===== src/design/magnetometer_heading_unit_assert.svh =====
// Assertion macros for the magnetometer heading unit.
// Included by the top level; relies on clk and arst_n being in scope.
`ifndef MAGNETOMETER_HEADING_UNIT_ASSERT_SVH
`define MAGNETOMETER_HEADING_UNIT_ASSERT_SVH
`ifndef SYNTH
// Condition that must hold at every clock edge out of reset.
`define MHU_CHECK(lbl, cond, msg) \
	lbl: assert property (@(posedge clk) disable iff (!arst_n) (cond)) else $error(msg);
// Condition that must hold in the cycle after the trigger.
`define MHU_CHECK_NEXT(lbl, trig, cond, msg) \
	lbl: assert property (@(posedge clk) disable iff (!arst_n) (trig) |=> (cond)) \
	else $error(msg);
`else
`define MHU_CHECK(lbl, cond, msg)
`define MHU_CHECK_NEXT(lbl, trig, cond, msg)
`endif
`endif


===== src/design/mhu_pkg.sv =====
// Shared constants, types and the arctangent table of the heading unit.
// Depends on nothing; the interface, stage and top design files use it.
`default_nettype none
package mhu_pkg;
	localparam int BYTE_W = 8;
	localparam int FIELD_W = 16;
	localparam int HEADING_W = 15;
	localparam int DRDY_BIT = 0;

	// CORDIC vector holds the counts scaled by 2^24 with headroom for gain.
	localparam int INPUT_SHIFT = 24;
	localparam int VEC_W = 44;
	// Angle accumulator in degrees times 2^20.
	localparam int ANG_FRAC = 20;
	localparam int ANG_W = 32;

	localparam int TABLE_LEN = 24;
	localparam int STEP_IDX_W = 5;
	localparam int CORDIC_STEPS = 16;
	localparam int NUM_CELLS = (CORDIC_STEPS < TABLE_LEN) ? CORDIC_STEPS : TABLE_LEN;

	localparam int HEADING_FRAC_BITS = 6;
	localparam int FRAC_EFF = (HEADING_FRAC_BITS > 19) ? 19 : HEADING_FRAC_BITS;
	localparam int ROUND_SH = ANG_FRAC - FRAC_EFF;
	localparam int HEADING_FULL = 360 * (1 << FRAC_EFF);

	localparam logic signed [ANG_W-1:0] ANG_90 = ANG_W'(90 * (1 << ANG_FRAC));
	localparam logic signed [ANG_W-1:0] ANG_360 = ANG_W'(360 * (1 << ANG_FRAC));
	localparam logic signed [ANG_W-1:0] ROUND_HALF = ANG_W'(1 << (ROUND_SH - 1));
	localparam logic signed [ANG_W-1:0] HEADING_FULL_A = ANG_W'(HEADING_FULL);

	// atan(2^-i) in degrees times 2^20, rounded to nearest.
	localparam logic signed [ANG_W-1:0] ATAN_TAB [TABLE_LEN] = '{
		32'sd47185920, 32'sd27855475, 32'sd14718068, 32'sd7471121,
		32'sd3750058, 32'sd1876857, 32'sd938658, 32'sd469357,
		32'sd234682, 32'sd117342, 32'sd58671, 32'sd29335,
		32'sd14668, 32'sd7334, 32'sd3667, 32'sd1833,
		32'sd917, 32'sd458, 32'sd229, 32'sd115,
		32'sd57, 32'sd29, 32'sd14, 32'sd7
	};

	// One item in flight through the rotation chain.
	typedef struct packed {
		logic signed [VEC_W-1:0] x;
		logic signed [VEC_W-1:0] y;
		logic signed [ANG_W-1:0] z;
		logic zero_vec;
		logic signed [FIELD_W-1:0] x_field;
		logic signed [FIELD_W-1:0] y_field;
		logic signed [FIELD_W-1:0] z_field;
	} cordic_vec_t;

	function automatic logic signed [ANG_W-1:0] atan_of(input logic [STEP_IDX_W-1:0] idx);
		return ATAN_TAB[idx];
	endfunction
endpackage
`default_nettype wire


===== src/design/mhu_cordic_cell.sv =====
// One vectoring CORDIC rotation with its own item register.
// Depends on mhu_pkg for the vector type and the arctangent table.
`default_nettype none
module mhu_cordic_cell (
	input  wire logic clk,
	input  wire logic arst_n,
	input  wire logic [mhu_pkg::STEP_IDX_W-1:0] step_idx,
	input  wire logic in_valid,
	output logic in_ready,
	input  wire mhu_pkg::cordic_vec_t in_data,
	output logic out_valid,
	input  wire logic out_ready,
	output mhu_pkg::cordic_vec_t out_data
);
	logic valid_q;
	mhu_pkg::cordic_vec_t data_q;
	mhu_pkg::cordic_vec_t nxt;
	logic signed [mhu_pkg::VEC_W-1:0] dx, dy;
	logic signed [mhu_pkg::ANG_W-1:0] atan_v;

	assign in_ready = !valid_q || out_ready;

	// Arithmetic shift rounds toward minus infinity, as the rotation needs.
	assign dx = in_data.y >>> step_idx;
	assign dy = in_data.x >>> step_idx;
	assign atan_v = mhu_pkg::atan_of(step_idx);

	// Rotate toward the x axis and accumulate the angle turned.
	always_comb begin
		nxt = in_data;
		if (in_data.y > 0) begin
			nxt.x = in_data.x + dx;
			nxt.y = in_data.y - dy;
			nxt.z = in_data.z + atan_v;
		end else begin
			nxt.x = in_data.x - dx;
			nxt.y = in_data.y + dy;
			nxt.z = in_data.z - atan_v;
		end
	end

	always_ff @(posedge clk or negedge arst_n) begin
		if (!arst_n) begin
			valid_q <= 1'b0;
		end else if (in_ready) begin
			valid_q <= in_valid;
		end
	end

	always_ff @(posedge clk) begin
		if (in_ready && in_valid) begin
			data_q <= nxt;
		end
	end

	assign out_valid = valid_q;
	assign out_data = data_q;
endmodule
`default_nettype wire


===== config.mk =====
export PLATFORM = sky130hd
export DESIGN_NAME = mhu_cordic_cell
export DESIGN_NICKNAME = d
export VERILOG_FILES = /design/src/design/magnetometer_heading_unit_assert.svh /design/src/design/mhu_pkg.sv /design/src/design/mhu_cordic_cell.sv
export SDC_FILE = /design/constraint.sdc
export NUM_CORES = 1
export LEC_CHECK = 0
export BUFFER_PORTS_ARGS = -buffer_cell sky130_fd_sc_hd__buf_2
export CAP_MARGIN = 10
export CORE_ASPECT_RATIO = 0.7
export CORE_UTILIZATION = 50
export DETAILED_ROUTE_END_ITERATION = 8
export PLACE_DENSITY = 0.68
export SLEW_MARGIN = 20
export SYNTH_ARGS = -nofsm -noshare
export SYNTH_HDL_FRONTEND = slang
export SYNTH_SLANG_ARGS = --single-unit

===== constraint.sdc =====
create_clock -name clk -period 7.3 [get_ports clk]
set_clock_uncertainty 0.05 [all_clocks]
set_input_delay 0 -clock clk [delete_from_list [all_inputs] [get_ports clk]]
set_output_delay 0 -clock clk [all_outputs]
set_load 0.01 [all_outputs]

; Yosys cells after proc, flatten, opt, wreduce, memory -nomap -nowiden
; Memories as Yosys holds them, arrays and structs flattened.
; Index checks and enable logic that the tools add are counted.
[op_classes]
add_sub_neg = 6
magnitude_cmp = 2
shifts = 2
mux = 3
bitwise = 1
n_reduce_logical = 3
[op_table]
columns = operator, n
row1 = two-way mux 120 bit, 1
row2 = adder 44 bit, 2
row3 = >>> shifter 44 x 5 -> 44 bit, 2
row4 = subtractor 44 bit, 2
row5 = two-way mux 32 bit, 2
row6 = > comparator 44 x 1 -> 1 bit (second input constant), 1
row7 = adder 32 bit, 1
row8 = subtractor 32 bit, 1
row9 = >= comparator 6 bit (second input constant), 1
row10 = inverter 5 -> 6 bit, 1
row11 = logical AND 1 bit, 1
row12 = zero test 1 bit, 1
row13 = logical OR 1 bit, 1
[totals]
ff_bits = 170
romBits = 1024
mem_count = 1
[mem_list]
columns = name, depth, word_bits, rd, rd_clocked_by_memory_dff, write_ports, line
row1 = (no name shown), 32, 32, 1, 0, 0, mhu_pkg.sv:54  ; return ATAN_TAB[idx];

; Logic depth before layout (Yosys ltp)
[depth]
ltp_word = 6
mapped_depth = 30
depth_no_buf = 24

; Least setup slack after synthesis
; OpenSTA, ideal clock, no wires.
[synth_path]
kind = input to register
start = input port step_idx[1] (netlist bit)
end = register data_q, in the netlist out_data[80] (data pin)
setup_ns = 0.261
arrival_ns = 5.527
required_ns = 6.989
setup_slack_ns = 1.462
cell_stages = 24
n_path_buf = 6
cell_sequence = buf_4 -> inv_1 -> buf_2 -> buf_2 -> buf_1 -> clkbuf_1 -> ha_1 -> clkbuf_1 -> nor2_1 -> mux4_2 -> and2_1 -> and4b_1 -> a31oi_1 -> xnor2_1 -> ha_1 -> and4_1 -> nand3_1 -> a211o_1 -> a41oi_1 -> a41oi_1 -> o21a_1 -> o311ai_0 -> o211ai_1 -> xnor2_1
[synth_rtl]
columns = item, line
row1 = from (decl), mhu_cordic_cell.sv:7  ; input wire logic [mhu_pkg::STEP_IDX_W-1:0] step_idx,
row2 = to (signal assigned), mhu_cordic_cell.sv:52  ; data_q <= nxt;
row3 = to (decl), mhu_cordic_cell.sv:16  ; mhu_pkg::cordic_vec_t data_q;

==> out/qor.yml <==
run_status:
  outcome: "finished, final reports clean"
floorplanning:
  boundaryPins: 349
  die_h_um: 175
  coreArea_um2: 41500
  initial_core_util_pct: 51.4
  die_w_um: 249
  rows: 62
  area_of_the_die_um2: 43500
setup_path:
  cp-end-kind: "flip-flop"
  critPathSlowestCell: "sky130_fd_sc_hd__nor4_1"
  worst-r2r-setup-slack_ps: 4980
  arrival_ps: 6700
  worstRegToRegCells: 3
  worstSetupStartpointType: "primary input"
  cp_slowest_stage_delay_ps: 650
  critical_path.reg2reg.startpoint: "out_valid"
  startpoint: "step_idx[0]"
  cp_common_cell: "sky130_fd_sc_hd__a21oi_1"
  critPathMaxFanout: 73
  reg2reg_to: "out_data[6]"
  cp.required_ps: 7480
  worst-setup-path-type: "primary input to flip-flop"
global_route:
  global_route.usage.total_pct: 36.9
  grt_antenna_before_repair: 1
  grt_pass1_wl_um: 123000
  vias_in_the_first_global_route: 20300
  grt_max_degree: 74
  grt.overflow.total: 0
timing:
  tns_ps: 0
  unrepaired_setup_endpoints_after_global_routing: "false"
  final_period_utilization_pct: 89.4
  fmax_mhz: 153
  worst_slew_margin_rel_pct: 23.9
  slew_viol_final: 0
  worstMarginPinSlew_ps: 1140
  final.min_clock_period_ps: 6520
  finalWorstSetupSlack_ps: 777
  setup_viol: 0
  hold_violation_total_from_the_final_report: 0
place:
  buffer_ports.inserted: 348
  routability_cong: 1.07
  dp_hpwl_um: 62000
  dpl-instance-area_um2: 23800
  detailedPlace.worstSlack_ps: 630
clock_tree:
  cts_tree: "built"
  tritoncts.num_buffers: 17
  clk_latency_ps: 480
  htree_levels: 4
  cts_buffer_depth: 2
  cts_setup_buffers: 0
  cts.sink_count: 170
  cts.clk_slew.worst_paths_ps: 80
  cts-root-buf: "sky130_fd_sc_hd__clkbuf_16"
  cts_resized: 0
yosys:
  async_reset_ff_share_pct: 0.588
  yosys_most_used_dff: "sky130_fd_sc_hd__edfxtp_1"
  syn_area_um2: 21300
  synth_instances: 2269
  post_synth_num_cell_types: 89
  yosysWarningCount: 0
  synth_edf_count: 169
  syn_avg_cell_area_um2: 9.40
  postSynthRegisterBits: 170
  synth.net_count: 2584
  yosysSeqAreaShare_pct: 23.9
layout:
  regArea_um2: 5100
  commonest_cells_after_routing_fill_and_taps_aside: "sky130_fd_sc_hd__buf_2, sky130_fd_sc_hd__a21oi_1, sky130_fd_sc_hd__edfxtp_1, sky130_fd_sc_hd__nand2_1, sky130_fd_sc_hd__nor2_1"
  final_net_count: 2980
  area_of_combinational_cells_with_multiple_inputs_um2: 15300
  drive_above_1_share_pct: 25.3
  leading_cell_type_in_the_layout_fill_and_taps_excluded: "sky130_fd_sc_hd__buf_2"
  final.fill_count: 3534
  flow.area_growth_from_synthesis_pct: 18.1
  design_area_um2: 25200
detailed_routing:
  routedWlPerCell_um: 25.5
  routed_wl_um: 82300
  route.vias.total: 21500
  detailedRoute.firstPassIterationCount: 6
  initialDrtViolationCount: 2828
  routed_via_density: 6.67
  detail_route.drc_violations: 0
  ant_nets: 0
pwr:
  p_comb_share_pct: 52.8
  p_clk_share_pct: 19.7
  swShare_pct: 42.0
  leakagePower_nw: 10.5
  power_density_normalized_to_cell_area_nw_per_um2: 193
  finalPower_mw: 4.87
  seqPwrFrac_pct: 27.6
  total_switching_power_mw: 2.04
  internal_power_mw: 2.83
  ir_worst_vdd_mv: 0.197
min_path:
  hold_start: "in_data[57]"
  min_path_type: "primary input to flip-flop"
  hold_path_depth: 3
  worst_hold_path.endpoint: "out_data[57]"
job:
  max_cap_viol_count: 0
## worst max path at each step
stage	endpoint	cells past startpoint
after floorplan	out_data[80]	24
after detailed placement	out_data[168]	24
after global routing	out_data[168]	24
after CTS	out_data[75]	25
after global placement	out_data[168]	24
final	out_data[75]	25
## power groups by stage
| stage | sequential [mW] | clock (mW) | combinational, mW |
|---|---|---|---|
| global route | 1.36 | 1.01 | 2.75 |
| global placement | 1.36 | 0 | 2.42 |
| floorplan | 1.46 | 0 | 1.58 |
| CTS | 1.34 | 0.979 | 2.49 |
| finish | 1.34 | 0.959 | 2.57 |
| detailed placement | 1.36 | 0 | 2.43 |
## routing by layer
metal  share of wire [%]  wire length, um  global-route usage (%)  vias up
met5               0.015               12                       0        -
met4                 2.9             2350                    11.7        2
met3                  14            11400                    14.0      164
met2                  40            33300                    51.6     1506
met1                  43            35300                    52.2    10300
li1                    -                -                       -     9539
## what timing repair did
action,in CTS,in global routing
hold buffers,78,0
endpoints found under the hold margin,75,0
endpoints found under the setup margin,0,0
## cells by family after synthesis
| logic type | after synthesis | synth area share, % |
|---|---|---|
| AO/OA/AOI/OAI | 674 | 20.5 |
| XOR/XNOR | 200 | 8.21 |
| adder cells (fa/ha/maj) | 137 | 8.14 |
| buffers and inverters | 199 | 4.34 |
| flip-flops | 170 | 23.9 |
| multiplexers | 291 | 21.1 |
| AND/OR/NAND/NOR | 598 | 13.8 |
## critical path: cells and delay by family
family | cells | cell delay [ps]
AND/OR/NAND/NOR | 10 | 2070
adder cells (fa/ha/maj) | 2 | 860
AO/OA/AOI/OAI | 9 | 2060
XOR/XNOR | 1 | 240
buffers and inverters | 3 | 1420
## cells in the mapped netlist, types with 36 or more instances
master,count,area [um^2]
sky130_fd_sc_hd__nand3_1,40,200
sky130_fd_sc_hd__xor2_1,80,701
sky130_fd_sc_hd__a21o_1,65,488
sky130_fd_sc_hd__mux4_2,121,2730
sky130_fd_sc_hd__a21oi_1,172,861
sky130_fd_sc_hd__o22ai_1,38,238
sky130_fd_sc_hd__edfxtp_1,169,5070
sky130_fd_sc_hd__nor2_1,162,608
sky130_fd_sc_hd__xnor2_1,120,1050
sky130_fd_sc_hd__inv_1,58,218
sky130_fd_sc_hd__o21ai_0,141,706
sky130_fd_sc_hd__ha_1,134,1680
sky130_fd_sc_hd__nor3_1,36,180
sky130_fd_sc_hd__nand2_1,165,619
sky130_fd_sc_hd__clkbuf_1,61,229
sky130_fd_sc_hd__mux2i_1,115,1150
sky130_fd_sc_hd__mux2_2,54,608
## metrics by stage
step	hold slack (ps)	utilization, %	instances
5_1_grt	45.2	60.7	3222
4_1_cts	3.78	60.7	3222
3_5_place_dp	-275	57.3	3112
3_3_place_gp	-275	57.3	3112
6_report	21.4	60.7	3223
2_1_floorplan	-346	-	2269
## layout make-up
cell class	instances	share of cell area (%)
multi-input combinational	1900	60.8
sequential	170	20.2
timing repair buffer	515	12.9
tap	544	2.70
clock buffer	17	1.69
inverter	61	0.909
clock inverter	15	0.765
antenna	1	0.00993
## flip-flops by register name, indices dropped and copies added, names as in the netlist
signal     flops
out_data     169
out_valid      1
No activity file was read; power rests on OpenSTA's default activity.
