[config.mk]
export PLATFORM = sky130hd
export DESIGN_NAME = mhu_front_flat
export DESIGN_NICKNAME = d
export VERILOG_FILES = /design/src/design/magnetometer_heading_unit_assert.svh /design/src/design/mhu_pkg.sv /design/src/design/mhu_if.sv /design/src/design/mhu_front.sv /design/src/flat_wrapper.sv
export SDC_FILE = /design/constraint.sdc
export NUM_CORES = 1
export LEC_CHECK = 0
export BUFFER_PORTS_ARGS = -buffer_cell sky130_fd_sc_hd__buf_2
export CAP_MARGIN = 20
export CORE_MARGIN = 4
export CORE_UTILIZATION = 45
export CTS_CLUSTER_DIAMETER = 40
export DETAILED_ROUTE_END_ITERATION = 12
export GPL_TIMING_DRIVEN = 1
export PLACE_DENSITY = 0.8
export REMOVE_ABC_BUFFERS = 1
export SYNTH_ARGS = -nofsm -noshare
export SYNTH_HDL_FRONTEND = slang
export SYNTH_SLANG_ARGS = --single-unit
[constraint.sdc]
create_clock -name clk -period 3.8 [get_ports clk]
set_input_delay 0.19 -clock clk [delete_from_list [all_inputs] [get_ports clk]]
set_output_delay 0.19 -clock clk [all_outputs]
set_load 0.05 [all_outputs]
[src/design/magnetometer_heading_unit_assert.svh]
// Assertion macros for the magnetometer heading unit.
// Included by the top level; relies on clk and arst_n being in scope.
`ifndef MAGNETOMETER_HEADING_UNIT_ASSERT_SVH
`define MAGNETOMETER_HEADING_UNIT_ASSERT_SVH
`ifndef SYNTH
// Condition that must hold at every clock edge out of reset.
`define MHU_CHECK(lbl, cond, msg) \
	lbl: assert property (@(posedge clk) disable iff (!arst_n) (cond)) else $error(msg);
// Condition that must hold in the cycle after the trigger.
`define MHU_CHECK_NEXT(lbl, trig, cond, msg) \
	lbl: assert property (@(posedge clk) disable iff (!arst_n) (trig) |=> (cond)) \
	else $error(msg);
`else
`define MHU_CHECK(lbl, cond, msg)
`define MHU_CHECK_NEXT(lbl, trig, cond, msg)
`endif
`endif

[src/design/mhu_pkg.sv]
// Shared constants, types and the arctangent table of the heading unit.
// Depends on nothing; the interface, stage and top design files use it.
`default_nettype none
package mhu_pkg;
	localparam int BYTE_W = 8;
	localparam int FIELD_W = 16;
	localparam int HEADING_W = 15;
	localparam int DRDY_BIT = 0;

	// CORDIC vector holds the counts scaled by 2^24 with headroom for gain.
	localparam int INPUT_SHIFT = 24;
	localparam int VEC_W = 44;
	// Angle accumulator in degrees times 2^20.
	localparam int ANG_FRAC = 20;
	localparam int ANG_W = 32;

	localparam int TABLE_LEN = 24;
	localparam int STEP_IDX_W = 5;
	localparam int CORDIC_STEPS = 16;
	localparam int NUM_CELLS = (CORDIC_STEPS < TABLE_LEN) ? CORDIC_STEPS : TABLE_LEN;

	localparam int HEADING_FRAC_BITS = 6;
	localparam int FRAC_EFF = (HEADING_FRAC_BITS > 19) ? 19 : HEADING_FRAC_BITS;
	localparam int ROUND_SH = ANG_FRAC - FRAC_EFF;
	localparam int HEADING_FULL = 360 * (1 << FRAC_EFF);

	localparam logic signed [ANG_W-1:0] ANG_90 = ANG_W'(90 * (1 << ANG_FRAC));
	localparam logic signed [ANG_W-1:0] ANG_360 = ANG_W'(360 * (1 << ANG_FRAC));
	localparam logic signed [ANG_W-1:0] ROUND_HALF = ANG_W'(1 << (ROUND_SH - 1));
	localparam logic signed [ANG_W-1:0] HEADING_FULL_A = ANG_W'(HEADING_FULL);

	// atan(2^-i) in degrees times 2^20, rounded to nearest.
	localparam logic signed [ANG_W-1:0] ATAN_TAB [TABLE_LEN] = '{
		32'sd47185920, 32'sd27855475, 32'sd14718068, 32'sd7471121,
		32'sd3750058, 32'sd1876857, 32'sd938658, 32'sd469357,
		32'sd234682, 32'sd117342, 32'sd58671, 32'sd29335,
		32'sd14668, 32'sd7334, 32'sd3667, 32'sd1833,
		32'sd917, 32'sd458, 32'sd229, 32'sd115,
		32'sd57, 32'sd29, 32'sd14, 32'sd7
	};

	// One item in flight through the rotation chain.
	typedef struct packed {
		logic signed [VEC_W-1:0] x;
		logic signed [VEC_W-1:0] y;
		logic signed [ANG_W-1:0] z;
		logic zero_vec;
		logic signed [FIELD_W-1:0] x_field;
		logic signed [FIELD_W-1:0] y_field;
		logic signed [FIELD_W-1:0] z_field;
	} cordic_vec_t;

	function automatic logic signed [ANG_W-1:0] atan_of(input logic [STEP_IDX_W-1:0] idx);
		return ATAN_TAB[idx];
	endfunction
endpackage
`default_nettype wire

[src/design/mhu_if.sv]
// Valid/ready channel interfaces for the sample input and the result output.
// Depends on mhu_pkg for the field widths.
`default_nettype none
interface mhu_sample_if;
	logic valid;
	logic ready;
	logic [mhu_pkg::BYTE_W-1:0] status_byte;
	logic [mhu_pkg::BYTE_W-1:0] x_low_byte;
	logic [mhu_pkg::BYTE_W-1:0] x_high_byte;
	logic [mhu_pkg::BYTE_W-1:0] y_low_byte;
	logic [mhu_pkg::BYTE_W-1:0] y_high_byte;
	logic [mhu_pkg::BYTE_W-1:0] z_low_byte;
	logic [mhu_pkg::BYTE_W-1:0] z_high_byte;
	modport source (output valid, status_byte, x_low_byte, x_high_byte, y_low_byte,
		y_high_byte, z_low_byte, z_high_byte, input ready);
	modport sink (input valid, status_byte, x_low_byte, x_high_byte, y_low_byte,
		y_high_byte, z_low_byte, z_high_byte, output ready);
endinterface

`default_nettype wire

[src/design/mhu_front.sv]
// Entry stage: assembles the counts, drops items that give no result and
// turns left half plane vectors by 90 degrees. Depends on mhu_pkg, mhu_if.
`default_nettype none
module mhu_front (
	input  wire logic clk,
	input  wire logic arst_n,
	input  wire logic online,
	mhu_sample_if.sink sample,
	output logic out_valid,
	input  wire logic out_ready,
	output mhu_pkg::cordic_vec_t out_data
);
	logic valid_q;
	mhu_pkg::cordic_vec_t data_q;
	mhu_pkg::cordic_vec_t start;
	logic signed [mhu_pkg::FIELD_W-1:0] xs, ys, zs;
	logic signed [mhu_pkg::VEC_W-1:0] xv, yv;
	logic take, pass;

	assign sample.ready = !valid_q || out_ready;
	assign take = sample.valid && sample.ready;
	assign pass = online && sample.status_byte[mhu_pkg::DRDY_BIT];

	// Little-endian words, then scaled into the vector format.
	assign xs = {sample.x_high_byte, sample.x_low_byte};
	assign ys = {sample.y_high_byte, sample.y_low_byte};
	assign zs = {sample.z_high_byte, sample.z_low_byte};
	assign xv = mhu_pkg::VEC_W'(xs) <<< mhu_pkg::INPUT_SHIFT;
	assign yv = mhu_pkg::VEC_W'(ys) <<< mhu_pkg::INPUT_SHIFT;

	// Vectors with negative x are turned into the right half plane first.
	always_comb begin
		start.x = xv;
		start.y = yv;
		start.z = '0;
		if (xv < 0) begin
			if (yv >= 0) begin
				start.x = yv;
				start.y = -xv;
				start.z = mhu_pkg::ANG_90;
			end else begin
				start.x = -yv;
				start.y = xv;
				start.z = -mhu_pkg::ANG_90;
			end
		end
		start.zero_vec = (xs == '0) && (ys == '0);
		start.x_field = xs;
		start.y_field = ys;
		start.z_field = zs;
	end

	always_ff @(posedge clk or negedge arst_n) begin
		if (!arst_n) begin
			valid_q <= 1'b0;
		end else if (take) begin
			valid_q <= pass;
		end else if (out_ready) begin
			valid_q <= 1'b0;
		end
	end

	always_ff @(posedge clk) begin
		if (take) begin
			data_q <= start;
		end
	end

	assign out_valid = valid_q;
	assign out_data = data_q;
endmodule
`default_nettype wire

[src/flat_wrapper.sv]
// flat-port wrapper written by rule: the top's interface ports become plain ports
module mhu_front_flat 
  (clk, arst_n, online, out_valid, out_ready, out_data, sample_valid, sample_status_byte, sample_x_low_byte, sample_x_high_byte, sample_y_low_byte, sample_y_high_byte, sample_z_low_byte, sample_z_high_byte, sample_ready);
  mhu_sample_if sample_i ();
  input  wire logic clk;
  input  wire logic arst_n;
  input  wire logic online;
  output logic out_valid;
  input  wire logic out_ready;
  output mhu_pkg::cordic_vec_t out_data;
  input wire logic [$bits(sample_i.valid)-1:0] sample_valid;
  input wire logic [$bits(sample_i.status_byte)-1:0] sample_status_byte;
  input wire logic [$bits(sample_i.x_low_byte)-1:0] sample_x_low_byte;
  input wire logic [$bits(sample_i.x_high_byte)-1:0] sample_x_high_byte;
  input wire logic [$bits(sample_i.y_low_byte)-1:0] sample_y_low_byte;
  input wire logic [$bits(sample_i.y_high_byte)-1:0] sample_y_high_byte;
  input wire logic [$bits(sample_i.z_low_byte)-1:0] sample_z_low_byte;
  input wire logic [$bits(sample_i.z_high_byte)-1:0] sample_z_high_byte;
  output wire logic [$bits(sample_i.ready)-1:0] sample_ready;
  assign sample_i.valid = sample_valid;
  assign sample_i.status_byte = sample_status_byte;
  assign sample_i.x_low_byte = sample_x_low_byte;
  assign sample_i.x_high_byte = sample_x_high_byte;
  assign sample_i.y_low_byte = sample_y_low_byte;
  assign sample_i.y_high_byte = sample_y_high_byte;
  assign sample_i.z_low_byte = sample_z_low_byte;
  assign sample_i.z_high_byte = sample_z_high_byte;
  assign sample_ready = sample_i.ready;
  mhu_front u_core (.clk(clk), .arst_n(arst_n), .online(online), .sample(sample_i), .out_valid(out_valid), .out_ready(out_ready), .out_data(out_data));
endmodule
Yosys cells after proc, flatten, opt, wreduce, memory -nomap -nowiden
Index checks and enable logic that the tools add are counted.
{ "op_classes": {"addsub": 2, "order_cmp": 2, "n_mux": 4, "bitwise_logic": 1, "n_reduce_logical": 10} }
{ "ops": {"columns": ["operator", "n"], "rows": [
  ["$mux W120", 2],
  ["$neg A40 Y44", 2],
  ["$ge A40 B1 Y1 const B", 1],
  ["$lt A40 B1 Y1 const B", 1],
  ["$logic_not A16 Y1", 2],
  ["$logic_and A1 B1 Y1", 3],
  ["$mux W1", 2],
  ["$reduce_and A2 Y1", 1],
  ["$reduce_bool A2 Y1", 1],
  ["$reduce_or A2 Y1", 1],
  ["$logic_not A1 Y1", 1],
  ["$logic_or A1 B1 Y1", 1],
  ["$not A1 Y1", 1]
]} }
{ "totals": {"regBits": 170, "input_bits": 61, "out_inout_bits": 171, "word_cells": 29} }

Longest topological paths before layout
{ "depth": {"ltp_word": 4, "mapped_depth": 7, "depth_no_buf": 6} }

Least setup slack after synthesis
Ideal clock, no wire load.
{ "synth_timing": {"path_kind": "flip-flop to flip-flop", "from": "reg u_core.valid_q, in the netlist u_core.out_valid", "to": "reg u_core.data_q, in the netlist u_core.out_data[0], enable pin", "setup_time_ns": 0.459, "arrival_ns": 3.252, "required_time_ns": 3.341, "setup_slack_ns": 0.088, "stages_incl_launch_ff": 3, "path_buffers": 0, "synth_period_minus_slack_ns": 3.712, "path_cell_list": "dfrtp_1 nand2b_1 and2_1"} }
{ "synth_via": {"elab_chain_len": 3} }
{ "synth_lines": {"columns": ["item", "line_no", "rtl"], "rows": [
  ["from (decl)", "mhu_front.sv:13", "logic valid_q;"],
  ["from (signal assigned)", "mhu_front.sv:57", "valid_q <= pass;"],
  ["$logic_not A1 Y1", "mhu_front.sv:20", "assign sample.ready = !valid_q || out_ready;"],
  ["$logic_or A1 B1 Y1", "mhu_front.sv:20", null],
  ["via sample_ready", "flat_wrapper.sv:19", "output wire logic [$bits(sample_i.ready)-1:0] sample_ready;"],
  ["$logic_and A1 B1 Y1", "mhu_front.sv:21", "assign take = sample.valid && sample.ready;"],
  ["via u_core.take", "mhu_front.sv:18", "logic take, pass;"],
  ["to (signal assigned)", "mhu_front.sv:65", "data_q <= start;"],
  ["to (decl)", "mhu_front.sv:14", "mhu_pkg::cordic_vec_t data_q;"]
]} }
The timed path passes the listed nets, and every way through them passes these cells.
A chain may end at the register's enable or synchronous reset.

Worst setup path after layout
{ "layout_timing": {"from": "reg u_core.valid_q, in the netlist u_core.out_valid", "to": "reg u_core.data_q, in the netlist u_core.out_data[9], enable pin"} }
{ "layout_via": {"elab_chain_len": 3} }
{ "layout_lines": {"columns": ["item", "line_no"], "rows": [
  ["$logic_not A1 Y1", "mhu_front.sv:20"],
  ["$logic_or A1 B1 Y1", "mhu_front.sv:20"],
  ["$logic_and A1 B1 Y1", "mhu_front.sv:21"],
  ["via u_core.take", "mhu_front.sv:18"]
]} }
The timed path passes the listed nets, and every way through them passes these cells.

==> out/results.env <==
SYN_AVG_CELL_AREA_UM2=12.6
CRIT_ARRIVAL_PS=2070
CELL_TYPE_CONTRIBUTING_THE_MOST_TOTAL_CELL_AREA_AFTER_SYNTHESIS='edfxtp_1'
FLOORPLAN.INITIALDENSITY=0.460
WORST_PATH_LARGEST_CELL_DELAY_PS=700
RELSLEWSLACK=0.452
PIN_COUNT_OF_THE_BIGGEST_NET_ENTERING_GLOBAL_ROUTING=62
SYNTHDISTINCTLIBCELLS=39
STDCELL_AREA_MM2=0.00536
SLEW_VIOLATIONS=0
TIMING.CRITICAL_PATH.REQUIRED_PS=3820
DRT_ITER0_MARKERS=186
TIMING.CRITICAL_PATH.MAX_DELAY_FAMILY='simple AND/OR/NAND/NOR gates'
YS_SEQ_ELEMENTS=92
CLOCK_PIN_SLEW_OF_THE_REGISTERS_ON_THE_WORST_CASE_SETUP_AND_HOLD_PATHS_PS=90
LAYOUT.CELLS.NON_FILLER=651
GROUTE.USAGE.OVERALL=0.174
LAYOUT-DRIVE-GT1-SHARE=0.347
SETUP_TNS_PS=0
FIN_CRIT_SH=0.539
POST_CTS.REPAIR.SETUP_BUFFERS=0
FMAX_GHz=0.488
TOTAL_POWER_mW=2.53
GRT_FIRST_PASS_WIRELENGTH_UM=15200
YOSYSMOSTFREQUENTCELL='edfxtp_1'
WORST_SLEW_PIN_SLEW_PS=822
CRITICAL_PATH_PEAK_FANOUT=61
VIA_COUNT_OF_THE_FIRST_GLOBAL_ROUTING_PASS=2948
CRITICAL-PATH-SLOWEST-CELL='and2_4'
FINALCRITICALPERIOD_PS=2050
PLACED_AREA_MM2=0.00499
FLOORPLAN.DIE.HEIGHT_UM=108
RSZ_0062_RAISED_AFTER_GLOBAL_ROUTING='false'
ANTENNA_CELLS_INSERTED=0
SETUP.WORST_PATH.CLASS='register to register'
ROWS=36
IR_WORST_VDD_uV=216
CELLS_AFTER_SYNTHESIS=355
CTS.SINK_COUNT=92
SETUP_VIOL_COUNT_FINAL=0
CORE_REGION_AREA_MM2=0.00973
YS_TOP_CELLS_BY_COUNT='edfxtp_1 (91), buf_4 (79), nor2_1 (39)'
DRC=0
YS.WARNINGS.COUNT=0
ANT_NETS=0
STATIC-LEAKAGE-POWER_nW=2.28
WORSTPATHCELLLIST='nand2b_1 -> and2_4 -> buf_4'
FP.DIEAREA_MM2=0.0116
NUM_VIAS=3101
SYNTH_FLOP_CELL='edfxtp_1'
SYNTH_ENABLE_FLOP_CELLS=91
DP.CELLS=618
BOUNDARYPINS=232
CTS-ROOT-TO-SINK-BUFFERS=2
SEQ_TOTAL_AREA_YOSYS=0.616
DP_HPWL_UM=7320
CRIT_PATH_END_KIND='register'
ASYNCSETRESETFLOPFRACSYNTH=0.0109
DETAIL_ROUTE.WIRELENGTH_UM=10400
DRT_FIRST_PASS_ITERS=4
FLOW.AREA_GROWTH_FROM_SYNTHESIS_PCT=19.6
FINISH.NET_COUNT=576
ROUTEDWLPERCELL_UM=15.9
CTS_TREE='built'
SETUP.WORST_PATH.START_CLASS='register'
RUN_STATUS='finished clean'
VIAS_PER_CELL=4.76
TIMING.CLOCK.SKEW_PS=7.66
OVERFLOW=0
ROUTABILITYCONGESTION=0.801
POWER_DENSITY_mW_PER_MM2=472
MULTIINPUTGATEAREA_MM2=0.00125
HORIZ_DIE_DIM_UM=108
NETLIST_AREA_MM2=0.00448
SYNTH_TOP_AREA_FRAC=0.610
CLK_LATENCY_PS=360
TRITONCTS.NUM_BUFFERS=9
SEQUENTIAL_CELL_AREA_MM2=0.00276
CAP_VIOLATIONS=0
H-TREE-DEPTH=3
ANTENNA_FOUND_INITIAL=0
LAYOUT_FILLER_CELL_COUNT=839
FINAL-HOLD-VIOLATION-COUNT=0
BUF_INV_ON_CP=1
MIN-DELAY-PATH-CLASS='primary input to register'
PLACE.PORT_BUFFERS=155
POST_SYNTH_MAIN_AREA_CONTRIBUTORS='edfxtp_1 (61%), buf_4 (13%), nor2_1 (3.3%)'
CTS.ROOT.BUFFER_CELL='clkbuf_8'
## kinds of logic after synthesis
| logic type | count (synthesis) | share of synthesized area |
|---|---|---|
| buffers and inverters | 106 | 0.165 |
| and+or+nand+nor | 77 | 0.0894 |
| adders and majority gates | 2 | 0.00559 |
| AOI/OAI and AO/OA | 52 | 0.0737 |
| xor gates and xnor gates | 23 | 0.0450 |
| DFF | 92 | 0.616 |
| muxes | 2 | 0.00447 |
| other | 1 | 0.000837 |
## area by class of cell
type | count | area share
Clock buffer | 10 | 0.0238
Clock inverter | 6 | 0.0119
Inverter | 8 | 0.00561
Multi-Input combinational cell | 228 | 0.233
Sequential cell | 92 | 0.515
Tap cell | 133 | 0.0311
Timing Repair Buffer | 174 | 0.179
## path summary, 6_finish.rpt
path | slack [ps] | to | depth (start not counted) | from
max | 1750 | u_core.out_data[9] | 3 | u_core.out_valid
max in group asynchronous | 3590 | u_core.out_valid | 2 | arst_n
min reg2reg | 540 | u_core.out_valid | 2 | u_core.out_valid
min in group asynchronous | 130 | u_core.out_valid | 2 | arst_n
min | 60 | u_core.out_valid | 3 | online
max reg2reg | 1750 | u_core.out_data[9] | 3 | u_core.out_valid
## placed cells by master (no fill, tap or decap), types with 3 or more instances in the layout
cell type,synthesis,layout
o21ai_0,6,6
nand2_1,4,4
clkbuf_8,3,9
o31ai_1,3,3
a21oi_1,28,28
buf_2,1,155
edfxtp_1,91,91
xor2_1,11,11
a31oi_1,8,8
nor4_1,5,5
or4_1,5,5
xnor2_1,12,12
or3_1,3,3
inv_1,8,8
nor3_1,4,4
conb_1,1,72
o41ai_2,3,3
nor2_1,39,39
dlygate4sd3_1,0,17
## repair_timing
| action | CTS | global route |
|---|---|---|
| hold buffers | 15 | 2 |
| hold endpoints to repair | 15 | 2 |
| resized for setup | 0 | 0 |
## state kept, by name, summed over array words and instances, names as in the netlist
name	cells
u_core.out_valid	1
u_core.out_data	91
## layer usage
layer / GRT usage / wire length (µm) / up-vias
met1: 0.195 / 3910 / 1466
met5: 0 / 0 / -
met4: 0.0694 / 175 / 0
met2: 0.307 / 5200 / 186
met3: 0.0522 / 1090 / 15
li1: - / - / 1434
## per-stage QoR
step	setup WS (ps)	hold slack (ps)	utilization
4_1_cts	1760	0.696	0.548
2_1_floorplan	88.3	-106	-
3_3_place_gp	1690	-35.8	0.513
3_5_place_dp	1640	-31.7	0.513
5_1_grt	1650	37.5	0.551
6_report	1750	55.8	0.551
## tightest hold or removal path: cells and delay by family
family | cells | cell delay, ps
AND/OR/NAND/NOR | 2 | 120
buffers and inverters | 1 | 70
## report_power, final
group / internal, mW / switching, mW / total (mW)
Combinational: 0.120 / 0.547 / 0.667
Sequential: 1.20 / 0.0189 / 1.22
Clock: 0.304 / 0.339 / 0.644
Power figures use the tool's default switching activity.
