[src/design/magnetometer_heading_unit_assert.svh]
// Assertion macros for the magnetometer heading unit.
// Included by the top level; relies on clk and arst_n being in scope.
`ifndef MAGNETOMETER_HEADING_UNIT_ASSERT_SVH
`define MAGNETOMETER_HEADING_UNIT_ASSERT_SVH
`ifndef SYNTH
// Condition that must hold at every clock edge out of reset.
`define MHU_CHECK(lbl, cond, msg) \
	lbl: assert property (@(posedge clk) disable iff (!arst_n) (cond)) else $error(msg);
// Condition that must hold in the cycle after the trigger.
`define MHU_CHECK_NEXT(lbl, trig, cond, msg) \
	lbl: assert property (@(posedge clk) disable iff (!arst_n) (trig) |=> (cond)) \
	else $error(msg);
`else
`define MHU_CHECK(lbl, cond, msg)
`define MHU_CHECK_NEXT(lbl, trig, cond, msg)
`endif
`endif

[src/design/mhu_pkg.sv]
// Shared constants, types and the arctangent table of the heading unit.
// Depends on nothing; the interface, stage and top design files use it.
`default_nettype none
package mhu_pkg;
	localparam int BYTE_W = 8;
	localparam int FIELD_W = 16;
	localparam int HEADING_W = 15;
	localparam int DRDY_BIT = 0;

	// CORDIC vector holds the counts scaled by 2^24 with headroom for gain.
	localparam int INPUT_SHIFT = 24;
	localparam int VEC_W = 44;
	// Angle accumulator in degrees times 2^20.
	localparam int ANG_FRAC = 20;
	localparam int ANG_W = 32;

	localparam int TABLE_LEN = 24;
	localparam int STEP_IDX_W = 5;
	localparam int CORDIC_STEPS = 16;
	localparam int NUM_CELLS = (CORDIC_STEPS < TABLE_LEN) ? CORDIC_STEPS : TABLE_LEN;

	localparam int HEADING_FRAC_BITS = 6;
	localparam int FRAC_EFF = (HEADING_FRAC_BITS > 19) ? 19 : HEADING_FRAC_BITS;
	localparam int ROUND_SH = ANG_FRAC - FRAC_EFF;
	localparam int HEADING_FULL = 360 * (1 << FRAC_EFF);

	localparam logic signed [ANG_W-1:0] ANG_90 = ANG_W'(90 * (1 << ANG_FRAC));
	localparam logic signed [ANG_W-1:0] ANG_360 = ANG_W'(360 * (1 << ANG_FRAC));
	localparam logic signed [ANG_W-1:0] ROUND_HALF = ANG_W'(1 << (ROUND_SH - 1));
	localparam logic signed [ANG_W-1:0] HEADING_FULL_A = ANG_W'(HEADING_FULL);

	// atan(2^-i) in degrees times 2^20, rounded to nearest.
	localparam logic signed [ANG_W-1:0] ATAN_TAB [TABLE_LEN] = '{
		32'sd47185920, 32'sd27855475, 32'sd14718068, 32'sd7471121,
		32'sd3750058, 32'sd1876857, 32'sd938658, 32'sd469357,
		32'sd234682, 32'sd117342, 32'sd58671, 32'sd29335,
		32'sd14668, 32'sd7334, 32'sd3667, 32'sd1833,
		32'sd917, 32'sd458, 32'sd229, 32'sd115,
		32'sd57, 32'sd29, 32'sd14, 32'sd7
	};

	// One item in flight through the rotation chain.
	typedef struct packed {
		logic signed [VEC_W-1:0] x;
		logic signed [VEC_W-1:0] y;
		logic signed [ANG_W-1:0] z;
		logic zero_vec;
		logic signed [FIELD_W-1:0] x_field;
		logic signed [FIELD_W-1:0] y_field;
		logic signed [FIELD_W-1:0] z_field;
	} cordic_vec_t;

	function automatic logic signed [ANG_W-1:0] atan_of(input logic [STEP_IDX_W-1:0] idx);
		return ATAN_TAB[idx];
	endfunction
endpackage
`default_nettype wire

[src/design/mhu_if.sv]
// Valid/ready channel interfaces for the sample input and the result output.
// Depends on mhu_pkg for the field widths.
`default_nettype none


interface mhu_result_if;
	logic valid;
	logic ready;
	logic signed [mhu_pkg::FIELD_W-1:0] x_field;
	logic signed [mhu_pkg::FIELD_W-1:0] y_field;
	logic signed [mhu_pkg::FIELD_W-1:0] z_field;
	logic [mhu_pkg::HEADING_W-1:0] heading;
	modport source (output valid, x_field, y_field, z_field, heading, input ready);
	modport sink (input valid, x_field, y_field, z_field, heading, output ready);
endinterface
`default_nettype wire

[src/design/mhu_back.sv]
// Exit stages: folds the angle into [0, 360), rounds it to heading units
// and holds the result item. Depends on mhu_pkg and mhu_if.
`default_nettype none
module mhu_back (
	input  wire logic clk,
	input  wire logic arst_n,
	input  wire logic in_valid,
	output logic in_ready,
	input  wire mhu_pkg::cordic_vec_t in_data,
	mhu_result_if.source result
);
	logic valid_s1, valid_q, ready_q;
	mhu_pkg::cordic_vec_t data_s1;
	logic signed [mhu_pkg::ANG_W-1:0] z_fold, z_fold_s1, z_rnd, z_wrap;
	logic [mhu_pkg::HEADING_W-1:0] heading_q;
	logic signed [mhu_pkg::FIELD_W-1:0] x_q, y_q, zf_q;

	assign ready_q = !valid_q || result.ready;
	assign in_ready = !valid_s1 || ready_q;

	// Negative angles get a full turn added.
	always_comb begin
		z_fold = (in_data.z < 0) ? in_data.z + mhu_pkg::ANG_360 : in_data.z;
		if (z_fold < 0) begin
			z_fold = '0;
		end
	end

	// Round half up into heading units; a full turn wraps to zero.
	assign z_rnd = (z_fold_s1 + mhu_pkg::ROUND_HALF) >>> mhu_pkg::ROUND_SH;
	assign z_wrap = (z_rnd >= mhu_pkg::HEADING_FULL_A) ? z_rnd - mhu_pkg::HEADING_FULL_A : z_rnd;

	always_ff @(posedge clk or negedge arst_n) begin
		if (!arst_n) begin
			valid_s1 <= 1'b0;
			valid_q <= 1'b0;
		end else begin
			if (in_ready) begin
				valid_s1 <= in_valid;
			end
			if (ready_q) begin
				valid_q <= valid_s1;
			end
		end
	end

	always_ff @(posedge clk) begin
		if (in_ready && in_valid) begin
			data_s1 <= in_data;
			z_fold_s1 <= z_fold;
		end
		if (ready_q && valid_s1) begin
			heading_q <= data_s1.zero_vec ? '0 : z_wrap[mhu_pkg::HEADING_W-1:0];
			x_q <= data_s1.x_field;
			y_q <= data_s1.y_field;
			zf_q <= data_s1.z_field;
		end
	end

	assign result.valid = valid_q;
	assign result.x_field = x_q;
	assign result.y_field = y_q;
	assign result.z_field = zf_q;
	assign result.heading = heading_q;
endmodule
`default_nettype wire

[src/flat_wrapper.sv]
// flat-port wrapper written by rule: the top's interface ports become plain ports
module mhu_back_flat 
  (clk, arst_n, in_valid, in_ready, in_data, result_valid, result_x_field, result_y_field, result_z_field, result_heading, result_ready);
  mhu_result_if result_i ();
  input  wire logic clk;
  input  wire logic arst_n;
  input  wire logic in_valid;
  output logic in_ready;
  input  wire mhu_pkg::cordic_vec_t in_data;
  output wire logic [$bits(result_i.valid)-1:0] result_valid;
  output wire logic [$bits(result_i.x_field)-1:0] result_x_field;
  output wire logic [$bits(result_i.y_field)-1:0] result_y_field;
  output wire logic [$bits(result_i.z_field)-1:0] result_z_field;
  output wire logic [$bits(result_i.heading)-1:0] result_heading;
  input wire logic [$bits(result_i.ready)-1:0] result_ready;
  assign result_valid = result_i.valid;
  assign result_x_field = result_i.x_field;
  assign result_y_field = result_i.y_field;
  assign result_z_field = result_i.z_field;
  assign result_heading = result_i.heading;
  assign result_i.ready = result_ready;
  mhu_back u_core (.clk(clk), .arst_n(arst_n), .in_valid(in_valid), .in_ready(in_ready), .in_data(in_data), .result(result_i));
endmodule
[config.mk]
export PLATFORM = sky130hd
export DESIGN_NAME = mhu_back_flat
export DESIGN_NICKNAME = d
export VERILOG_FILES = /design/src/design/magnetometer_heading_unit_assert.svh /design/src/design/mhu_pkg.sv /design/src/design/mhu_if.sv /design/src/design/mhu_back.sv /design/src/flat_wrapper.sv
export SDC_FILE = /design/constraint.sdc
export NUM_CORES = 1
export LEC_CHECK = 0
export ABC_AREA = 1
export BUFFER_PORTS_ARGS = -buffer_cell sky130_fd_sc_hd__buf_2
export CAP_MARGIN = 25
export CORE_ASPECT_RATIO = 1.5
export CORE_UTILIZATION = 46
export DETAILED_ROUTE_END_ITERATION = 10
export PLACE_DENSITY = 0.87
export SYNTH_ARGS = -nofsm -noshare
export SYNTH_HDL_FRONTEND = slang
export SYNTH_SLANG_ARGS = --single-unit
[constraint.sdc]
create_clock -name clk -period 5 [get_ports clk]
set_clock_uncertainty 0.1 [all_clocks]
set_input_delay 1.5 -clock clk [delete_from_list [all_inputs] [get_ports clk]]
set_output_delay 1.5 -clock clk [all_outputs]
set_load 0.02 [all_outputs]
; Yosys cells after proc, flatten, opt, wreduce, memory -nomap -nowiden
; Index checks and enable logic that the tools add are counted.
[totals]
register_bits = 146
input_bits = 173
output_inout_bits = 65
word_cells = 25
[classes]
add_sub_neg = 3
order_cmp = 3
mux = 2
reduce_logical = 6
[op_table]
columns = cell, n
row1 = "< comparator 32 x 1 -> 1 bit, second input constant", 2
row2 = "adder 32 x 15 -> 32 bit, second input constant", 1
row3 = "adder 32 x 30 -> 32 bit, second input constant", 1
row4 = 2-to-1 mux 32 bit, 1
row5 = "greater-or-equal comparator 18 x 16 -> 1 bit, second input constant", 1
row6 = 2-to-1 mux 15 bit, 1
row7 = "subtractor 15 bit, second input constant", 1
row8 = logical AND 1 bit, 2
row9 = zero test 1 bit, 2
row10 = logical OR 1 bit, 2

; Longest topological paths before layout
; Gate-level depths: netlist of run 1.
[logic_depth]
ltp_word = 4
mapped_depth = 13
ltp_nobuf = 13

; Worst setup path after synthesis of run 1
; No wires, ideal clock.
[synth_timing]
kind = in2reg
from = input result_ready
to = register u_core.heading_q, in the netlist u_core.result.heading[0], enable pin
setup_time_ns = 0.505
arrival_ns = 4.605
t_required_ns = 4.395
path_slack_ns = -0.209
path_stages = 2
path_cell_list = inv_1 -> a21oi_1
[synth_between]
elab_chain_len = 2
[synth_rtl]
columns = item, line_no
row1 = "start, declared", flat_wrapper.sv:15  ; input wire logic [$bits(result_i.ready)-1:0] result_ready;
row2 = logical OR 1 bit, mhu_back.sv:18  ; assign ready_q = !valid_q || result.ready;
row3 = logical AND 1 bit, mhu_back.sv:52  ; if (ready_q && valid_s1) begin
row4 = "end signal, assigned", mhu_back.sv:53  ; heading_q <= data_s1.zero_vec ? '0 : z_wrap[mhu_pkg::HEADING_W-1:0];
row5 = "end, declared", mhu_back.sv:15  ; logic [mhu_pkg::HEADING_W-1:0] heading_q;
; No other way between the ends.
; A chain may end at the register's enable or synchronous reset.

; Final worst setup path of run 1
[layout_timing]
from = input result_ready
to = output in_ready
[layout_between]
elab_chain_len = 2
[layout_rtl]
columns = item, line_no
row1 = logical OR 1 bit, mhu_back.sv:18
row2 = logical OR 1 bit, mhu_back.sv:19  ; assign in_ready = !valid_s1 || ready_q;
row3 = "end, declared", flat_wrapper.sv:8  ; output logic in_ready;
; No other way between the ends.

==> results of run 1 <==
## power by group through the flow
stage	Sequential [mW]	Combinational [mW]	Clock, mW
2_1_floorplan	1.48	0.115	0
3_3_place_gp	1.41	0.288	0
3_5_place_dp	1.41	0.297	0
4_1_cts	1.39	0.298	1.14
5_1_grt	1.40	0.324	1.19
6_report	1.39	0.295	1.11
## Yosys cell counts, drive strengths merged
library cell  instances  area share, %
mux2                  1           0.22
conb                  1          0.074
o21bai                1           0.15
nand3                17            1.8
inv                  41            3.0
clkbuf                3           0.22
xnor2                 7            1.2
a21boi                1           0.15
nand2                79            6.7
nor2                 30            2.9
xor2                  5            1.0
o31ai                 1           0.25
nand4                 6           0.74
dfrtp                 2           0.98
o21ai                 6           0.59
ha                    3           0.74
a21oi                16            2.0
edfxtp              131             77
## per-stage QoR
step | instances | power (mW) | hold slack (ns) | cell area (um2) | setup WS [ns]
after floorplan | 351 | 1.59 | 0.300 | 5090 | 1.07
after global placement | 631 | 1.70 | 0.302 | 5970 | 1.31
after detailed placement | 631 | 1.71 | 0.305 | 5970 | 1.26
after CTS | 662 | 2.83 | 0.317 | 6510 | 1.26
after global routing | 662 | 2.91 | 0.322 | 6510 | 1.22
final | 662 | 2.80 | 0.316 | 6510 | 1.26
## cells by family after synthesis
logic type	count (synthesis)	share of synthesized area [%]
AOI/OAI and AO/OA	25	3.15
adders and majority gates	3	0.738
and+or+nand+nor	132	12.0
other	1	0.0737
DFF	133	78.3
xor gates and xnor gates	12	2.21
buffers and inverters	44	3.25
muxes	1	0.221
## state kept, by name, indices dropped and copies added (netlist names)
signal / count
u_core.data_s1: 49
u_core.result.valid: 1
u_core.result.y_field: 16
u_core.result.heading: 15
u_core.result.z_field: 16
u_core.result.x_field: 16
u_core.z_fold_s1: 19
u_core.valid_s1: 1
## cell type report
class	instances	area share, %
Sequential cell	133	61.2
Tap cell	144	2.77
Clock buffer	19	6.65
Multi-Input combinational cell	174	14.6
Timing Repair Buffer	139	10.8
Clock inverter	12	1.67
Inverter	41	2.36
## how the worst max path moves through the flow
stage	start	end	depth (start not counted)
floorplan	result_ready	u_core.result.heading[0]	2
global placement	result_ready	in_ready	4
detailed placement	result_ready	in_ready	4
CTS	result_ready	in_ready	4
global route	result_ready	in_ready	4
finish	result_ready	in_ready	4
## per-layer routing
metal	wire (um)	part of all wire (%)	up-vias
met1	3680	40	1434
met4	176	1.9	0
li1	-	-	1528
met3	845	9.2	15
met2	4470	49	165
met5	0	0	-
==> out/qor.csv, run 1 <==
stage,metric,value,unit
critical_path,reg2reg_slack,2.72,ns
final_layout,multi_input_area,948,um2
cts,path_clk_slew,0.05,ns
hold_path,hold_class,reg -> reg,
power_and_ir_drop,pwr-share-clk,39.8,%
critical_path,cp_top_family,buffers and inverters,
detailed_routing,finalWirelength,9170,um
power_and_ir_drop,p_leak,2.73,nW
floorplan,start_util,47.8,%
detailed_routing,vias,3142,
power_and_ir_drop,combPwrFrac,10.5,%
detailed_routing,viasPerCell,4.75,
global_route,overflow,0,
detailed_routing,ant_nets,0,
yosys,yosysUniqueCellTypes,26,
global_route,grt_first_pass_wirelength,14200,um
yosys,synth_fp_nets,527,
floorplan,die_area,0.0115,mm2
global_route,met2_usage,28.3,%
cts,hold_buffers,0,
placement,gp_congestion,0.907,
yosys,ys_seq_elements,133,
detailed_routing,wl_per_cell,13.8,um
final_layout,seq_area,0.00398,mm2
cts,insertion_delay,0.41,ns
floorplan,pin_count,238,
sta,min_period,3.74,ns
floorplan,core_area,0.0106,mm2
sta,post-route-period-util,74.9,%
critical_path,max_stage_delay,0.22,ns
job,maxCapViolations,0,
critical_path,path_buf_inv,3,
critical_path,slowest_stage,buf_2,
sta,clock.fmax,267,MHz
cts,ctsResizeCount,0,
global_route,grt_pass1_vias,3064,
power_and_ir_drop,internal_power,2.13,mW
placement,portBuffers,136,
global_route,grtUsageTotal,17.1,%
sta,worst-slew-pin-transition,0.929,ns
sta,fin_setup_tns,0,ns
detailed_routing,first_pass_iters,5,
sta,slew_headroom,37.7,%
final_layout,layout_common_cells,"buf_2 (136), edfxtp_1 (131), nand2_1 (72), inv_1 (37), nor2_1 (23)",
critical_path,worst_ep_required_time,3.40,ns
power_and_ir_drop,p_sw,674,uW
critical_path,cpMostUsedCell,buf_2,
cts,root_buffer,clkbuf_16,
final_layout,fill_cells,810,
sta,setup_viol,0,
final_layout,syn_to_final_growth,28.0,%
global_route,grt_max_degree,64,
cts,h-tree-depth,4,
hold_path,min_path_cells,0,
sta,finalHoldViolCount,0,
final_layout,nets,682,
placement,hpwl,6620,um
final_layout,post-route-util,61.2,%
hold_path,hold_path.startpoint,u_core.data_s1[31],
critical_path,start_kind,input port,
final_layout,diodes,0,
critical_path,worstPathArrival,2.14,ns
yosys,syn_area_per_cell,14.5,um2
global_route,use_met3,6.47,%
floorplan,die_w,87.9,um
outcome,status,finished clean,
power_and_ir_drop,power.density,430,mW/mm2
cts,cts_sinks,133,
yosys,syn_inst,351,
final_layout,drive_gt1_share,38.0,%
sta,maxSlewViolCount,0,
cts,cts_made_buffers,17,
critical_path,r2r_cells,13,
floorplan,rows,46,
hold_path,whs_endpoint,u_core.result.y_field[15],
critical_path,cp_max_fo,3,
detailed_routing,drcViolationCount,0,
critical_path,crit_type,in -> out,
cts,postCtsSetupBuffers,0,
detailed_routing,drtIter0Drc,155,
floorplan,die_y,131,um
sta,rsz0062_at_grt,no,
yosys,yosysWarnings,0,
yosys,synth_seq_area_share,78.3,%
global_route,grt_use_met1,19.6,%
global_route,antenna_found_initial,0,
critical_path,r2r_end,u_core.result.heading[13],
critical_path,path_cells,buf_2 -> inv_1 -> nand3_1 -> buf_2,
power_and_ir_drop,ir_worst_vdd,0.275,mV
critical_path,r2r-start,u_core.z_fold_s1[13],
yosys,syn_area,0.00509,mm2
global_route,gr-max-usage-layer,met2,
power_and_ir_drop,sequentialPowerShare,49.7,%
cts,clockBufferDepth,2,
cts,cts_tree,built,
critical_path,end_kind,output pin,
final_layout,mostFrequentLayoutCell,buf_2,
power_and_ir_drop,swShare,24.1,%
Note: power is estimated with default switching activity, not from simulation.
==> run 2: changes to the inputs <==
ABC_AREA = 0   (was 1)
CORE_UTILIZATION = 42   (was 46)
PLACE_DENSITY = 0.84   (was 0.87)
clock period = 3.37 ns   (was 5 ns; I/O delays follow)
==> run 2 against run 1 <==
  * Non-clock buffer count is the same
  * Critical path depth increased by 3
  * Global-route usage decreased by 1.9 points
  * Clock power grew 59%
  * Sequential share of layout area fell by 0.74 points
  * First-iteration DRC count decreased by 32%
  * Core utilization fell by 6.0 points
  * Critical path type is now reg -> reg
  * Critical endpoint is now u_core.result.heading[10]
  * Largest cell class unchanged
==> out/qor.csv, run 2 <==
stage,metric,value,unit
outcome,status,finished clean,
yosys,yosysWarnings,0,
yosys,syn_inst,294,
sta,min_period,2.94,ns
power_and_ir_drop,swShare,24.1,%
yosys,synth_top_area_share,76.9,%
critical_path,crit_type,reg -> reg,
sta,finalHoldViolCount,0,
yosys,synth_ff_type,edfxtp_1,
global_route,grt_max_degree,40,
cts,ctsResizeCount,0,
detailed_routing,finalWirelength,9140,um
critical_path,reg2reg_slack,0.43,ns
sta,rsz0062_at_grt,no,
job,maxCapViolations,0,
critical_path,cp_max_fo,10,
yosys,synth_seq_area_share,77.9,%
final_layout,layout_common_cells,"buf_2 (136), edfxtp_1 (131), nor2_1 (24), clkbuf_16 (17), xnor2_1 (13)",
critical_path,r2r-start,u_core.z_fold_s1[14],
sta,clock.fmax,341,MHz
cts,insertion_delay,0.40,ns
cts,postCtsSetupBuffers,0,
sta,fin_setup_tns,0,ns
detailed_routing,drcViolationCount,0,
final_layout,mostFrequentLayoutCell,buf_2,
yosys,yosysTopAreaCell,edfxtp_1,
placement,gp_congestion,0.822,
floorplan,die_y,137,um
floorplan,start_util,42.8,%
power_and_ir_drop,p_leak,2.49,nW
yosys,async_reset_ff_share,1.50,%
sta,setup_viol,0,
global_route,antenna_found_initial,0,
cts,root_buffer,clkbuf_16,
floorplan,rows,49,
yosys,syn_area_per_cell,17.4,um2
sta,maxSlewViolCount,0,
global_route,overflow,0,
critical_path,start_kind,flip-flop,
final_layout,nets,623,
final_layout,largest_reg_flops,49,
detailed_routing,first_pass_iters,4,
yosys,synth_area_leaders,"edfxtp_1 (77%), xnor2_1 (2.2%), nor2_1 (1.8%)",
cts,clockBufferDepth,2,
placement,postPlaceCellArea,0.00600,mm2
yosys,synth.most_common_cell,edfxtp_1,
critical_path,end_kind,flip-flop,
critical_path,worst_ep_required_time,3.42,ns
detailed_routing,vias,2951,
final_layout,post-route-util,55.1,%
floorplan,pin_count,238,
global_route,grt_pass1_vias,2869,
cts,cts_made_buffers,17,
yosys,synth_fp_nets,470,
sta,post-route-period-util,87.1,%
detailed_routing,wl_per_cell,14.9,um
placement,hpwl,6710,um
critical_path,worstPathArrival,2.99,ns
power_and_ir_drop,combPwrFrac,8.7,%
cts,h-tree-depth,4,
detailed_routing,viasPerCell,4.81,
power_and_ir_drop,internal_power,3.15,mW
yosys,yosysUniqueCellTypes,42,
floorplan,die_area,0.0126,mm2
yosys,synthTopCellsByCount,"edfxtp_1 (131), nor2_1 (24), xnor2_1 (13)",
yosys,syn_area,0.00511,mm2
sta,slew_headroom,49.5,%
sta,whs,0.281,ns
power_and_ir_drop,pwr-share-clk,42.4,%
detailed_routing,ant_nets,0,
power_and_ir_drop,p_sw,1.00,mW
final_layout,top_register,u_core.data_s1,
floorplan,die_w,92.1,um
power_and_ir_drop,power.density,630,mW/mm2
power_and_ir_drop,sequentialPowerShare,48.8,%
sta,worst-slew-pin-transition,0.757,ns
power_and_ir_drop,ir_worst_vdd,0.314,mV
cts,cts_sinks,133,
critical_path,r2r_end,u_core.result.heading[10],
final_layout,syn_to_final_growth,28.9,%
cts,cts_tree,built,
yosys,ys_seq_elements,133,
floorplan,core_area,0.0120,mm2
final_layout,drive_gt1_share,40.2,%
cts,hold_buffers,0,
global_route,grt_first_pass_wirelength,14100,um
placement,portBuffers,136,
cts,path_clk_slew,0.06,ns
yosys,synth-edff-count,131,
hold_path,hold_class,in -> async,
global_route,grtUsageTotal,15.2,%
detailed_routing,drtIter0Drc,106,
power_and_ir_drop,p_total,4.15,mW
critical_path,r2r_cells,7,
final_layout,fin_area,0.00659,mm2
final_layout,top_regs,"u_core.data_s1 (49), u_core.z_fold_s1 (19)",
## run 2: power groups by stage
stage	combinational (mW)	sequential (mW)	clock, mW
floorplan	0.144	2.13	0
global placement	0.353	2.05	0
detailed placement	0.365	2.06	0
CTS	0.367	2.03	1.80
global route	0.396	2.04	1.88
finish	0.363	2.03	1.76
## run 2: kinds of logic after synthesis
family                   count (synthesis)  share of synthesized area (%)
buffers and inverters                    7                          0.514
XOR/XNOR                                24                           4.85
AND/OR/NAND/NOR                         96                           11.3
flip-flops                             133                           77.9
adder cells (fa/ha/maj)                  3                          0.734
multiplexers                             5                           1.03
other                                    1                         0.0734
AO/OA/AOI/OAI                           25                           3.60
## run 2: worst max-delay path, cell delays in order, from the launching register on
cell      delay [ns]
edfxtp_1        0.42
ha_1            0.23
nand3_2         0.23
nor4_1          0.41
and3_1          0.27
xor2_1          0.40
o31a_1          0.27
mux2_1          0.34
## run 2: area by class of cell
| class | instances | area (um2) |
|---|---|---|
| fill | 978 | 5360 |
| sequential | 133 | 3980 |
| multi-input combinational | 154 | 1110 |
| timing repair buffer | 139 | 716 |
| clock buffer | 17 | 425 |
| tap | 153 | 191 |
| clock inverter | 15 | 159 |
| inverter | 2 | 7.51 |
| antenna | 1 | 2.50 |
## run 2: through the flow
step                worst slack, ns  instances
finish                        0.433        614
global route                  0.232        613
floorplan                     0.233        294
global placement              0.602        581
detailed placement            0.486        581
CTS                           0.470        613
## run 2: worst max-delay path by stage
stage	start	endpoint	depth (start not counted)
floorplan	result_ready	u_core.result.heading[0]	2
CTS	u_core.z_fold_s1[14]	u_core.result.heading[10]	7
detailed placement	u_core.z_fold_s1[14]	u_core.result.heading[10]	7
global route	u_core.z_fold_s1[14]	u_core.result.heading[10]	7
global placement	u_core.z_fold_s1[14]	u_core.result.heading[10]	7
finish	u_core.z_fold_s1[14]	u_core.result.heading[10]	7
## run 2: routing by layer
metal | wire (um) | GRT usage (%) | up-vias | part of all wire (%)
met5 | 0 | 0 | - | 0
met4 | 166 | 8.16 | 0 | 1.8
met3 | 644 | 4.56 | 13 | 7.0
met2 | 4420 | 24.1 | 127 | 48
met1 | 3910 | 18.6 | 1367 | 43
li1 | - | - | 1444 | -
==> run 3: changes to the inputs <==
CAP_MARGIN = 20   (was 25)
RECOVER_POWER = 50   (was unset)
==> run 3 against run 2 <==
  * The flow now finishes with violations (max-capacitance violations, max-slew violations)
  * Routed wire length is 0.12% lower
  * Core utilization is 0.26 points lower
  * Critical path depth stayed put
  * Count of clock-buffer cells in the layout stayed put
  * Total power hardly changed
  * Final area is 0.47% lower
  * Via count hardly changed
  * Sequential share of layout area is 0.29 points higher
==> out/qor.csv, run 3 (synthesis results as in run 2) <==
stage,metric,value,unit
outcome,status,"complete, but fails checks",
outcome,violations,"max-capacitance violations, max-slew violations",
sta,fin_setup_tns,0,ns
critical_path,path_buf_inv,0,
detailed_routing,first_pass_iters,4,
critical_path,start_kind,flip-flop,
cts,hold_buffers,0,
placement,portBuffers,136,
global_route,overflow,0,
floorplan,core_area,0.0120,mm2
global_route,grt_first_pass_wirelength,14100,um
global_route,antenna_found_initial,0,
sta,rsz0062_at_grt,no,
power_and_ir_drop,swShare,24.1,%
cts,h-tree-depth,4,
detailed_routing,vias,2952,
power_and_ir_drop,power.density,632,mW/mm2
detailed_routing,drcViolationCount,0,
critical_path,max_stage_delay,0.45,ns
detailed_routing,finalWirelength,9130,um
floorplan,die_area,0.0126,mm2
cts,insertion_delay,0.40,ns
power_and_ir_drop,internal_power,3.15,mW
job,maxCapViolations,1,
sta,whs,0.284,ns
final_layout,mostFrequentLayoutCell,buf_2,
final_layout,nets,623,
floorplan,die_w,92.1,um
cts,cts_made_buffers,17,
critical_path,worstPathArrival,3.08,ns
power_and_ir_drop,combPwrFrac,8.7,%
power_and_ir_drop,sequentialPowerShare,48.9,%
sta,worst-slew-pin-transition,1.50,ns
sta,min_period,3.03,ns
critical_path,slowest_stage,nor4_1,
power_and_ir_drop,p_leak,2.47,nW
power_and_ir_drop,ir_worst_vdd,0.314,mV
critical_path,cp_max_fo,10,
sta,finalHoldViolCount,0,
power_and_ir_drop,pwr-share-clk,42.5,%
final_layout,drive_gt1_share,38.5,%
floorplan,pin_count,238,
power_and_ir_drop,p_sw,998,uW
final_layout,top_regs,"u_core.data_s1 (49), u_core.z_fold_s1 (19)",
final_layout,top_register,u_core.data_s1,
cts,ctsResizeCount,0,
global_route,grtUsageTotal,15.2,%
placement,gp_congestion,0.822,
detailed_routing,drtIter0Drc,153,
final_layout,largest_reg_flops,49,
floorplan,rows,49,
critical_path,worst_ep_required_time,3.42,ns
final_layout,syn_to_final_growth,28.3,%
placement,hpwl,6710,um
detailed_routing,wl_per_cell,14.9,um
cts,clockBufferDepth,2,
final_layout,post-route-util,54.9,%
cts,postCtsSetupBuffers,0,
critical_path,end_kind,flip-flop,
hold_path,hold_class,in -> async,
global_route,grt_max_degree,40,
critical_path,cp_top_family,simple AND/OR/NAND/NOR gates,
sta,maxSlewViolCount,32,
floorplan,die_y,137,um
sta,slew_headroom,-0.123,%
sta,post-route-period-util,89.8,%
critical_path,path_cells,ha_1 -> nand3_1 -> nor4_1 -> and3_1 -> xor2_1 -> o31a_1 -> mux2_1,
cts,path_clk_slew,0.06,ns
sta,setup_viol,0,
global_route,grt_pass1_vias,2869,
final_layout,fill_cells,983,
detailed_routing,ant_nets,0,
detailed_routing,viasPerCell,4.81,
cts,cts_sinks,133,
cts,root_buffer,clkbuf_16,
cts,cts_tree,built,
critical_path,crit_type,reg -> reg,
sta,clock.fmax,330,MHz
floorplan,start_util,42.8,%
final_layout,layout_common_cells,"buf_2 (132), edfxtp_1 (131), nor2_1 (24), clkbuf_16 (17), xnor2_1 (13)",
-- run 3: power by group through the flow --
stage | clock network (mW) | registers (mW) | logic [mW]
6_report | 1.76 | 2.03 | 0.359
5_1_grt | 1.88 | 2.04 | 0.393
4_1_cts | 1.80 | 2.03 | 0.367
3_5_place_dp | 0 | 2.06 | 0.365
3_3_place_gp | 0 | 2.05 | 0.353
2_1_floorplan | 0 | 2.13 | 0.144
-- run 3: per-stage QoR --
stage               instances  instance area (um2)  power [mW]  setup WS [ns]
detailed placement        581                 6000        2.42          0.486
global placement          581                 6000        2.41          0.602
CTS                       613                 6590        4.19          0.470
global route              613                 6560        4.31          0.128
floorplan                 294                 5110        2.27          0.233
finish                    614                 6560        4.15          0.342
-- run 3: worst register-to-register path, cell delays in order, from the launching register on --
cell and delay, ns:
edfxtp_1 0.38, ha_1 0.20, nand3_1 0.34, nor4_1 0.45, and3_1 0.28, xor2_1 0.40, o31a_1 0.27, mux2_1 0.34
-- run 3: path summary, 6_finish.rpt --
kind | start | endpoint | slack [ns] | cells after the start
worst max-delay path | u_core.z_fold_s1[14] | u_core.result.heading[10] | 0.34 | 7
worst min-delay path | arst_n | u_core.result.valid | 0.28 | 1
max in group asynchronous | arst_n | u_core.valid_s1 | 2.76 | 1
min in group clk | u_core.data_s1[44] | u_core.result.x_field[12] | 0.31 | 0
worst max register to register | u_core.z_fold_s1[14] | u_core.result.heading[10] | 0.34 | 7
worst min register to register | u_core.data_s1[44] | u_core.result.x_field[12] | 0.31 | 0
-- run 3: area by class of cell --
class                           instances  area, um2  share of cell area [%]
Sequential cell                       133       3980                    60.7
Multi-Input combinational cell        154       1080                    16.5
Timing Repair Buffer                  139        707                    10.8
Clock buffer                           17        425                    6.48
Tap cell                              153        191                    2.92
Clock inverter                         15        159                    2.42
Inverter                                2       7.51                   0.114
Antenna cell                            1       2.50                  0.0381
-- run 3: layer usage --
| metal | global-route usage [%] | share of wire (%) | vias up |
|---|---|---|---|
| li1 | - | - | 1444 |
| met1 | 18.6 | 43 | 1372 |
| met2 | 24.1 | 48 | 123 |
| met3 | 4.56 | 6.9 | 13 |
| met4 | 8.16 | 1.8 | 0 |
| met5 | 0 | 0 | - |
